### src/hw/rtl/jafe_pkg.sv
// ----------------------------------------------------------------------------
// jafe_pkg
// shared types and constants of the json array frame extractor
// ----------------------------------------------------------------------------
package jafe_pkg;

  // buffer length and bracket nesting limit
  localparam int MAX_LEN   = 256;
  localparam int MAX_DEPTH = 255;

  // last buffer index, never stored: stores stop below it
  localparam logic [7:0] LAST_POS  = 8'(MAX_LEN - 1);
  localparam logic [7:0] DEPTH_MAX = 8'(MAX_DEPTH);

  // input operations
  localparam logic OP_BYTE = 1'b0;
  localparam logic OP_TICK = 1'b1;

  // characters of interest
  localparam logic [7:0] CH_OPEN   = 8'h5B;
  localparam logic [7:0] CH_CLOSE  = 8'h5D;
  localparam logic [7:0] CH_QUOTE  = 8'h22;
  localparam logic [7:0] CH_ESCAPE = 8'h5C;

  // configuration register indexes
  localparam logic REG_FRAME_TIMEOUT    = 1'b0;
  localparam logic REG_ACTIVITY_TIMEOUT = 1'b1;

  localparam logic [15:0] FRAME_TIMEOUT_RST    = 16'd1000;
  localparam logic [15:0] ACTIVITY_TIMEOUT_RST = 16'd5000;

  typedef struct packed {
    logic       operation;
    logic [7:0] data_byte;
  } jafe_in_t;

  typedef struct packed {
    logic       store_valid;
    logic [7:0] store_byte;
    logic [7:0] store_index;
    logic       frame_end;
    logic       frame_good;
    logic [7:0] frame_length;
    logic       frame_dropped;
    logic       connected;
  } jafe_out_t;

  typedef struct packed {
    logic [7:0]  nesting_depth;
    logic [7:0]  write_position;
    logic        overflowed;
    logic        inside_string;
    logic        escape_pending;
    logic [15:0] idle_ticks;
    logic        byte_seen;
  } jafe_state_t;

  typedef struct packed {
    logic [15:0] frame_timeout;
    logic [15:0] activity_timeout;
  } jafe_cfg_t;

endpackage

### src/hw/rtl/json_array_frame_extractor_top.sv
// ----------------------------------------------------------------------------
// json_array_frame_extractor_top
// frames json arrays out of a received byte stream with stall timeout
// ----------------------------------------------------------------------------
// usage
//   in channel: one request per received byte (operation 0) or per one
//   millisecond tick (operation 1), valid/ready handshake
//   out channel: exactly one result per input request, carrying the memory
//   write for a stored byte, frame end with good flag and length, a dropped
//   frame flag and the link connected status
//   cfg port: apb style, register 0 frame timeout at byte address 0,
//   register 1 activity timeout at byte address 4, both 16 bit
// timing
//   the result is valid in the cycle after the input is accepted
//   one request per cycle sustained while out_ready is high: the framing
//   update is a single pass of compare and increment logic between the
//   state register and the result register
// reset
//   framing state, idle count and link status clear, timeouts return to
//   1000 and 5000 ticks, no result pending
// stalls
//   the result register holds while out_ready is low; in_ready follows so
//   one finished result may wait while nothing new is taken
// ----------------------------------------------------------------------------
module json_array_frame_extractor_top (
  input  logic                clk,
  input  logic                rst_n,
  // input requests
  input  logic                in_valid,
  output logic                in_ready,
  input  jafe_pkg::jafe_in_t  in_data,
  // results
  output logic                out_valid,
  input  logic                out_ready,
  output jafe_pkg::jafe_out_t out_data,
  // configuration
  input  logic                cfg_psel,
  input  logic                cfg_penable,
  input  logic                cfg_pwrite,
  input  logic [2:0]          cfg_paddr,
  input  logic [31:0]         cfg_pwdata,
  output logic [31:0]         cfg_prdata,
  output logic                cfg_pready
);

  jafe_pkg::jafe_state_t state_r, state_nxt;
  jafe_pkg::jafe_out_t   out_data_r, res_nxt;
  jafe_pkg::jafe_cfg_t   cfg_r;
  logic                  out_valid_r;
  logic                  in_fire;
  logic                  cfg_wr;

  // --- configuration port ---------------------------------------------------
  assign cfg_pready = 1'b1;
  assign cfg_wr     = cfg_psel && cfg_penable && cfg_pwrite;

  // word select on address bit 2, byte offset ignored
  always_comb begin
    unique case (cfg_paddr[2])
      jafe_pkg::REG_FRAME_TIMEOUT: cfg_prdata = {16'd0, cfg_r.frame_timeout};
      default:                     cfg_prdata = {16'd0, cfg_r.activity_timeout};
    endcase
  end

  always_ff @(posedge clk) begin
    if (!rst_n) begin
      cfg_r.frame_timeout    <= jafe_pkg::FRAME_TIMEOUT_RST;
      cfg_r.activity_timeout <= jafe_pkg::ACTIVITY_TIMEOUT_RST;
    end else if (cfg_wr) begin
      if (cfg_paddr[2] == jafe_pkg::REG_FRAME_TIMEOUT) begin
        cfg_r.frame_timeout <= cfg_pwdata[15:0];
      end else begin
        cfg_r.activity_timeout <= cfg_pwdata[15:0];
      end
    end
  end

  // --- framing update -------------------------------------------------------
  jafe_step u_step (
    .cur  (state_r),
    .item (in_data),
    .cfg  (cfg_r),
    .nxt  (state_nxt),
    .res  (res_nxt)
  );

  // accept while the result register is empty or being drained
  assign in_ready = !out_valid_r || out_ready;
  assign in_fire  = in_valid && in_ready;

  // state and result valid
  always_ff @(posedge clk) begin
    if (!rst_n) begin
      state_r     <= '0;
      out_valid_r <= 1'b0;
    end else begin
      if (in_fire) begin
        state_r <= state_nxt;
      end
      if (in_fire) begin
        out_valid_r <= 1'b1;
      end else if (out_ready) begin
        out_valid_r <= 1'b0;
      end
    end
  end

  // result payload, no reset needed
  always_ff @(posedge clk) begin
    if (in_fire) begin
      out_data_r <= res_nxt;
    end
  end

  assign out_valid = out_valid_r;
  assign out_data  = out_data_r;

`ifndef ASSERT_OFF
  // an accepted request always leaves a result behind
  a_result_follows: assert property (@(posedge clk) disable iff (!rst_n)
    in_fire |=> out_valid_r)
    else $error("accepted request produced no result");

  // stored index never reaches the last buffer slot
  a_index_range: assert property (@(posedge clk) disable iff (!rst_n)
    (out_valid_r && out_data_r.store_valid) |-> (out_data_r.store_index < jafe_pkg::LAST_POS))
    else $error("store index beyond buffer");

  // a dropped frame comes only from a tick, never with a store or frame end
  a_drop_alone: assert property (@(posedge clk) disable iff (!rst_n)
    (out_valid_r && out_data_r.frame_dropped) |->
      (!out_data_r.store_valid && !out_data_r.frame_end))
    else $error("frame drop mixed with byte result");

  // framing flags only live inside an open frame
  a_flags_in_frame: assert property (@(posedge clk) disable iff (!rst_n)
    (state_r.overflowed || state_r.inside_string) |-> (state_r.nesting_depth != 8'd0))
    else $error("framing flag set outside a frame");

  // escape only pending inside a string
  a_escape_in_string: assert property (@(posedge clk) disable iff (!rst_n)
    state_r.escape_pending |-> state_r.inside_string)
    else $error("escape pending outside a string");
`endif

endmodule

### src/hw/rtl/jafe_step.sv
// ----------------------------------------------------------------------------
// jafe_step
// next framing state and result for one byte or tick
// ----------------------------------------------------------------------------
module jafe_step (
  input  jafe_pkg::jafe_state_t cur,
  input  jafe_pkg::jafe_in_t    item,
  input  jafe_pkg::jafe_cfg_t   cfg,
  output jafe_pkg::jafe_state_t nxt,
  output jafe_pkg::jafe_out_t   res
);

  logic [16:0] elapsed;
  logic [7:0]  depth_dec;

  assign elapsed   = {1'b0, cur.idle_ticks} + 17'd1;
  assign depth_dec = cur.nesting_depth - 8'd1;

  always_comb begin
    nxt = cur;
    res = '0;
    if (item.operation == jafe_pkg::OP_TICK) begin
      if ((cur.nesting_depth != 8'd0) && cur.byte_seen &&
          (elapsed > {1'b0, cfg.frame_timeout})) begin
        nxt.nesting_depth  = 8'd0;
        nxt.write_position = 8'd0;
        nxt.overflowed     = 1'b0;
        nxt.inside_string  = 1'b0;
        nxt.escape_pending = 1'b0;
        res.frame_dropped  = 1'b1;
      end
      nxt.idle_ticks = elapsed[16] ? 16'hFFFF : elapsed[15:0];
    end else begin
      nxt.idle_ticks = 16'd0;
      nxt.byte_seen  = 1'b1;
      if (cur.nesting_depth == 8'd0) begin
        // hunt for frame start
        if (item.data_byte == jafe_pkg::CH_OPEN) begin
          nxt.nesting_depth  = 8'd1;
          nxt.write_position = 8'd1;
          nxt.overflowed     = 1'b0;
          nxt.inside_string  = 1'b0;
          nxt.escape_pending = 1'b0;
          res.store_valid    = 1'b1;
          res.store_byte     = item.data_byte;
          res.store_index    = 8'd0;
        end
      end else begin
        if (!cur.overflowed && (cur.write_position < jafe_pkg::LAST_POS)) begin
          res.store_valid    = 1'b1;
          res.store_byte     = item.data_byte;
          res.store_index    = cur.write_position;
          nxt.write_position = cur.write_position + 8'd1;
        end else begin
          nxt.overflowed = 1'b1;
        end

        if (cur.inside_string) begin
          if (cur.escape_pending) begin
            nxt.escape_pending = 1'b0;
          end else if (item.data_byte == jafe_pkg::CH_ESCAPE) begin
            nxt.escape_pending = 1'b1;
          end else if (item.data_byte == jafe_pkg::CH_QUOTE) begin
            nxt.inside_string = 1'b0;
          end
        end else if (item.data_byte == jafe_pkg::CH_QUOTE) begin
          nxt.inside_string = 1'b1;
        end else if (item.data_byte == jafe_pkg::CH_OPEN) begin
          if (cur.nesting_depth >= jafe_pkg::DEPTH_MAX) begin
            nxt.overflowed = 1'b1;
          end else begin
            nxt.nesting_depth = cur.nesting_depth + 8'd1;
          end
        end else if (item.data_byte == jafe_pkg::CH_CLOSE) begin
          nxt.nesting_depth = depth_dec;
          if (depth_dec == 8'd0) begin
            res.frame_end      = 1'b1;
            res.frame_good     = !nxt.overflowed;
            res.frame_length   = nxt.write_position;
            nxt.write_position = 8'd0;
            nxt.overflowed     = 1'b0;
            nxt.inside_string  = 1'b0;
            nxt.escape_pending = 1'b0;
          end
        end
      end
    end
    res.connected = nxt.byte_seen && (nxt.idle_ticks < cfg.activity_timeout);
  end

endmodule
### config.mk
export PLATFORM = sky130hd
export DESIGN_NAME = json_array_frame_extractor_top
export DESIGN_NICKNAME = d
export VERILOG_FILES = /design/src/hw/rtl/jafe_pkg.sv /design/src/hw/rtl/json_array_frame_extractor_top.sv /design/src/hw/rtl/jafe_step.sv
export SDC_FILE = /design/constraint.sdc
export NUM_CORES = 1
export LEC_CHECK = 0
export BUFFER_PORTS_ARGS = -buffer_cell sky130_fd_sc_hd__buf_2
export CORE_MARGIN = 5
export CORE_UTILIZATION = 51
export CTS_CLUSTER_DIAMETER = 50
export DETAILED_ROUTE_END_ITERATION = 6
export PLACE_DENSITY = 0.71
export SLEW_MARGIN = 20
export SYNTH_ARGS = -nofsm -noshare
export SYNTH_HDL_FRONTEND = slang
export SYNTH_SLANG_ARGS = --single-unit
export TNS_END_PERCENT = 30
### constraint.sdc
create_clock -name clk -period 6.97 [get_ports clk]
set_clock_uncertainty 0.2 [all_clocks]
set_input_delay 0.3485 -clock clk [delete_from_list [all_inputs] [get_ports clk]]
set_output_delay 0.3485 -clock clk [all_outputs]
set_load 0.005 [all_outputs]
==> results of run 1 <==
worst paths after layout:
check / from / endpoint / slack [ns]
setup / recovery: state_r[1]$_SDFFE_PN0P_ / state_r[22]$_SDFFE_PN0P_ / 3.15
hold / removal: cfg_pwdata[7] / cfg_r[7]$_SDFFE_PN1P_ / 0.05
hold reg to reg: cfg_r[26]$_SDFFE_PN0P_ / cfg_r[26]$_SDFFE_PN0P_ / 0.27
setup reg to reg: state_r[1]$_SDFFE_PN0P_ / state_r[22]$_SDFFE_PN0P_ / 3.15
where the power goes:
part | internal, uW | switching (uW)
clock network | 284 | 231
logic | 31.9 | 53.6
registers | 599 | 5.32
cell families after synthesis:
family | count (synthesis)
AOI/OAI and AO/OA | 162
xor gates and xnor gates | 24
adders and majority gates | 37
buffers and inverters | 100
DFF | 98
muxes | 9
other | 2
and+or+nand+nor | 267
worst max-delay path, delay by kind of cell, from the launching register on:
family / cells / cell delay, ns
simple gates: 5 / 0.67
fa+ha+maj: 2 / 0.60
flops: 1 / 0.45
compound gates: 5 / 1.51
xor+xnor: 1 / 0.27
placed cells by master, fill, tap and decap left out, types with 3 or more instances in the layout:
| cell | instances |
|---|---|
| nand2b_1 | 5 |
| o21ai_0 | 41 |
| nor2_1 | 33 |
| a22oi_1 | 3 |
| or3_1 | 3 |
| inv_1 | 49 |
| nor3_1 | 13 |
| a21oi_1 | 17 |
| nor4b_1 | 4 |
| clkbuf_16 | 9 |
| a21o_1 | 9 |
| nand3_1 | 22 |
| o21a_1 | 19 |
| dfxtp_1 | 69 |
| and3_1 | 19 |
| ha_1 | 37 |
| and2_1 | 8 |
| buf_4 | 6 |
| nand4_1 | 14 |
| xor2_1 | 9 |
| a21boi_0 | 33 |
| a32oi_1 | 3 |
| nor2b_1 | 6 |
| o211ai_1 | 12 |
| edfxtp_1 | 29 |
| xnor2_1 | 15 |
| conb_1 | 17 |
| mux2i_1 | 8 |
| a31oi_1 | 6 |
| buf_2 | 79 |
| nand2_1 | 127 |
layout make-up:
class                           count  area, um^2  share of cell area
Multi-Input combinational cell    516        3200               0.488
Timing Repair Buffer               85         440              0.0671
Inverter                           49         184              0.0280
Clock inverter                      6        73.8              0.0112
Sequential cell                    98        2250               0.343
Clock buffer                       10         229              0.0349
Tap cell                          143         179              0.0273
per-layer routing:
layer  global-route usage  part of all wire
met1                0.304              0.46
met2                0.327              0.45
met5                    0                 0
met4               0.0635             0.014
met3               0.0437             0.071
stage by stage:
stage	utilization	hold WS [ns]	power, uW	cells
floorplan	-	0.236	672	714
global placement	0.553	0.250	700	891
detailed placement	0.553	0.259	703	891
CTS	0.580	0.0408	1210	907
global route	0.580	0.0593	1250	907
finish	0.580	0.0473	1210	907
flip-flops by register name, summed over array words and instances (netlist names):
| signal | flops |
|---|---|
| out_data | 29 |
| cfg_r | 32 |
| state_r | 36 |
| out_valid | 1 |
==> summary.txt, run 1 <==
Critical path
  • Reg2Reg Depth: 13
  • CP Launch Type: flip-flop
  • Slowest CP cell: o21ai_2
  • CP required: 7.03 ns
  • Max incr delay on CP: 0.60 ns
  • Worst setup path class: flip-flop to flip-flop
  • Nature of the critical path endpoint: flip-flop
  • Crit-path max FO: 13
  • Arrival @ worst endpoint: 3.88 ns
  • Cell Chain, Critical Path: ha_1 -> nand2_1 -> nor3_1 -> nand3_1 -> xnor2_1 -> ha_1 -> nand2_1 -> nor2_1 -> a211oi_1 -> a21oi_1 -> o21ai_2 -> a32oi_1 -> o22ai_1

Placement
  • Port Buffers: 79
  • GPL Wtd Cong: 0.878
  • Post-DP HPWL: 10.2 mm
  • Worst slack at placement: 3.32 ns
  • Cell Area, Placed: 6260 um^2

Yosys
  • Post-Synth Simple-Gate Area: 0.220
  • Mux cell area share after synthesis: 0.0156
  • Top cell type's share of synthesized area: 0.236
  • Post-synth top area cell: dfxtp_1
  • Async SR Flop Fraction: 0
  • Cell variety after synth: 58
  • Sequential element share of the synthesized area: 0.385
  • XOR/XNOR share of the synthesized area: 0.0359
  • Most numerous cell in the Yosys netlist: nand2_1
  • Compound-gate portion of the synthesized area: 0.186
  • Post-synth EDFFs: 29
  • Synthesized area per cell: 8.37 um^2
  • Syn Inst Count: 699
  • Synth top area cells: dfxtp_1 24%, edfxtp_1 15%, nand2_1 8.1%, ha_1 7.9%, a21boi_0 4.2%
  • Syn. warnings: 0
  • Main combinational cell family by area after synthesis: simple AND/OR/NAND/NOR gates
  • Synth Register Bits: 98
  • Post-Syn Area: 5850 um^2
  • Ys flop type: dfxtp_1
  • Commonest cells in the synthesized netlist: 127 x nand2_1, 69 x dfxtp_1, 49 x inv_1, 41 x o21ai_0, 37 x ha_1
  • Adder-cell share of the synthesized area: 0.0791

Timing
  • Worst-Margin Slew: 0.878 ns
  • Hold Vio Cnt, Final: 0
  • Min cycle time layout: 3.82 ns
  • Fin crit share: 0.548
  • Post-Route Setup TNS: 0 ns
  • Setup-failing EPs final: 0
  • Fin. max-slew vios: 0
  • Fmax: 262 MHz
  • Relative slew slack: 0.412
  • Final WS setup: 3.15 ns
  • RSZ-0062 raised after global routing: no

Global route
  • Initial antenna violation count: 0
  • All-Layer GR Usage: 0.213
  • Global-route wire length before repair: 23.3 mm
  • Gr ovfl total: 0
  • Vias in the first global route: 4,731
  • Largest net degree at the start of global routing: 76

Clocking
  • Root Driver: clkbuf_16
  • TritonCTS clock tree: yes
  • Htree depth: 3
  • Clock transition at the registers of the reported paths: 0.07 ns
  • Worst skew pair latency: 0.35 ns
  • Cts repair resizes: 0
  • Hold-fix buffers, CTS: 0
  • Postcts setup bufs: 0
  • CTS Buf Count: 9
  • Clock Sinks: 98
  • Clock buffer depth: 2

Detailed routing
  • Drt pass-1 iters: 5
  • Avg WL per Cell: 15.5 um
  • Vias per cell: 5.59
  • DR vias: 5,072
  • Final ANT Viol Nets: 0
  • Drt total wl: 14.1 mm
  • DRC: 0
  • Initial DRC Count: 366

Min path
  • Worst hold path depth: 3
  • Type of the most critical hold path: input port to flip-flop

Cells and area
  • Area Overhead vs Synth: 12.1%
  • # fillers: 1,027
  • Diodes inserted: 0
  • Layout cells sized above 1: 0.143
  • Fin area: 6560 um^2
  • Final net count: 847

Die
  • # rows: 39
  • Die W: 117 um
  • Die Y: 117 um
  • Die ar.: 13,700 um^2
  • # IOs: 115
  • Starting Density: 0.517
  • Core area: 11,300 um^2

Power and ir drop
  • Leakage: 0.00283 uW
  • Pwr/cell area: 184 nW/um^2
  • Max VDD drop: 0.144 mV

Job
  • Max-cap viol count: 0

Status
  • Status: finished, final reports clean
Note: power is estimated with default switching activity, not from simulation.
==> run 2, diff against run 1 <==
Settings changed: PLACE_DENSITY 0.71 to 0.74.
Clock period 6.97 ns to 3.45 ns, I/O delays scaled along.
==> run 2 against run 1 <==
Effect of this change:
- maximum frequency rose by 17%
- die area did not move
- sequential share of layout area fell by 1.9 points
- total power rose by 98%
- critical path type unchanged
- utilization rose by 3.3 points
- non-clock buffer count rose by 39
- register-to-register slack got worse by 3.0 ns
- wire length rose by 2.9%
- final cell count rose by 4.3%
==> summary.txt, run 2 (same netlist as run 1, synthesis figures left out) <==
Min path
  • Worst hold path depth: 2 (-1)
  • Type of the most critical hold path: input port to flip-flop

Die
  • Starting Density: 0.517 (unchanged)
  • # IOs: 115 (unchanged)
  • Die ar.: 13,700 um^2 (unchanged)
  • Die W: 117 um (unchanged)
  • # rows: 39 (unchanged)
  • Die Y: 117 um (unchanged)
  • Core area: 11,300 um^2 (unchanged)

Critical path
  • Crit-path max FO: 5 (-8)
  • R2R Path End: out_data[0]$_DFFE_PP_
  • CP Launch Type: flip-flop
  • Critical Path End: out_data[0]$_DFFE_PP_
  • Flop2flop setup slack: 0.19 ns (-2.97 ns)
  • Reg2Reg Depth: 12 (-1)
  • Nature of the critical path endpoint: flip-flop
  • Worst R2R Start: state_r[9]$_SDFFE_PN0P_
  • Crit path launch: state_r[9]$_SDFFE_PN0P_
  • Arrival @ worst endpoint: 3.22 ns (-0.66 ns)
  • Worst setup path class: flip-flop to flip-flop
  • CP required: 3.41 ns (-3.62 ns)

Global route
  • Global-route wire length before repair: 23.7 mm (+1.7%)
  • Vias in the first global route: 5,030 (+6.3%)
  • All-Layer GR Usage: 0.215 (+0.00171)
  • Initial antenna violation count: 0 (unchanged)
  • Gr ovfl total: 0 (unchanged)
  • Largest net degree at the start of global routing: 44 (-42%)

Cells and area
  • Fin area: 6940 um^2 (+5.7%)
  • Core Util, Final: 0.613 (+0.0332)
  • Number of flip-flops in the largest register: 36 (unchanged)
  • Commonest non-fill, non-tap cell in the layout: nand2_1
  • Commonest non-fill, non-tap cells in the layout: 127 x nand2_1, 79 x buf_2, 69 x dfxtp_1
  • Most flops, register: state_r
  • Layout cells sized above 1: 0.159 (+0.0167)
  • Final net count: 886 (+4.6%)
  • Non-Filler Instances: 946 (+4.3%)
  • Area Overhead vs Synth: 18.5%
  • Diodes inserted: 0 (unchanged)

Clocking
  • TritonCTS clock tree: yes
  • Clock buffer depth: 2 (unchanged)
  • CTS Buf Count: 9 (unchanged)
  • Htree depth: 3 (unchanged)
  • Root Driver: clkbuf_16
  • Worst skew pair latency: 0.35 ns (about the same)
  • Clock transition at the registers of the reported paths: 0.07 ns (about the same)
  • Clock Sinks: 98 (unchanged)

Power and ir drop
  • Max VDD drop: 0.272 mV (+88%)
  • Clock power share: 0.403 (-0.024)
  • NetSw: 587 uW (+100%)
  • Pwr/cell area: 343 nW/um^2 (+87%)
  • Leakage: 0.00300 uW (+5.9%)
  • Pint: 1800 uW (+96%)
  • Seq pwr share: 0.513 (+0.011)
  • Sw Share: 0.246 (+0.00566)
  • Combinational share of power: 0.084 (+0.013)

Placement
  • Cell Area, Placed: 6330 um^2 (+1.1%)
  • Worst slack at placement: 0.0240 ns (-3.30 ns)
  • Port Buffers: 79 (unchanged)
  • Dpl cells: 900 (+1.0%)
  • Post-DP HPWL: 10.3 mm (+1.1%)
  • GPL Wtd Cong: 0.869 (-1.1%)

Timing
  • Hold_ws: 0.110 ns (+0.0625 ns)
  • Fin. max-slew vios: 0 (unchanged)
  • Fin crit share: 0.946 (+0.398)
  • Relative slew slack: 0.442 (+0.0299)
  • Final WS setup: 0.187 ns (-2.97 ns)
  • Min cycle time layout: 3.26 ns (-0.553 ns)
  • Setup-failing EPs final: 0 (unchanged)
  • Hold Vio Cnt, Final: 0 (unchanged)
  • Worst-Margin Slew: 0.834 ns (-0.0447 ns)
  • Fmax: 306 MHz (+17%)

Detailed routing
  • Drt total wl: 14.5 mm (+2.9%)
  • Final ANT Viol Nets: 0 (unchanged)
  • Avg WL per Cell: 15.3 um (-1.4%)
  • Initial DRC Count: 381 (+4.1%)
  • Vias per cell: 5.50 (-1.7%)
  • Drt pass-1 iters: 5 (unchanged)
  • DRC: 0 (unchanged)
  • DR vias: 5,202 (+2.6%)

Job
  • Max-cap viol count: 0 (unchanged)

Status
  • Status: finished, final reports clean
run 2: changes by cell type in the layout (fill, tap and decap cells not counted), moves of 2 or more:
cell,previous run,this run
nor3_2,0,2
clkinv_4,0,3
inv_6,2,0
dlygate4sd3_1,0,26
buf_4,6,19
nor3_1,13,11
run 2: worst min path at each step:
stage,from,endpoint
finish,rst_n,cfg_r[12]$_SDFFE_PN1P_
global route,rst_n,cfg_r[22]$_SDFFE_PN1P_
CTS,rst_n,cfg_r[12]$_SDFFE_PN1P_
detailed placement,cfg_pwdata[3],cfg_r[3]$_SDFFE_PN1P_
global placement,cfg_pwdata[3],cfg_r[19]$_SDFFE_PN1P_
floorplan,cfg_pwdata[12],cfg_r[12]$_SDFFE_PN1P_
run 2: power groups by stage:
| stage | logic [uW] | clock network, uW | registers, uW |
|---|---|---|---|
| global route | 224 | 1020 | 1220 |
| finish | 201 | 959 | 1220 |
| detailed placement | 175 | 0 | 1250 |
| global placement | 171 | 0 | 1250 |
| CTS | 199 | 972 | 1220 |
| floorplan | 108 | 0 | 1250 |
run 2: worst max-delay path, cell delays in order, from the launching register on:
cell       delay [ns]
dfxtp_1          0.40
nand4_2          0.20
or3_1            0.49
nor2_1           0.15
xor2_1           0.10
o21ai_0          0.23
inv_1            0.07
ha_1             0.32
a21o_1           0.18
a21o_1           0.17
a22oi_1          0.15
o2111ai_1        0.16
a31oi_2          0.25
run 2: through the flow:
step | power [uW] | TNS (ns)
CTS | 2390 | 0
floorplan | 1360 | 0
detailed placement | 1420 | 0
global placement | 1420 | 0
finish | 2380 | 0
global route | 2470 | -0.112
run 2: area by class of cell:
cell class	count	area (um^2)
clock inverters	6	55.1
flip-flops and latches	98	2250
multi-input cells	516	3240
inverters	49	184
fillers	1002	4380
repair buffers	124	798
well taps	143	179
clock buffers	10	229
run 2: what timing repair did:
action	in CTS	in global routing
endpoints found under the hold margin	42	0
setup buffers	0	4
endpoints found under the setup margin	0	20
hold buffers	26	0
gates resized for setup	0	8
run 2: metal layers:
layer	vias up	routed length (um)	global-route usage
met3	17	818	0.0386
met2	150	6770	0.350
met1	2436	6710	0.296
met5	-	0	0
met4	0	178	0.0581
li1	2599	-	-
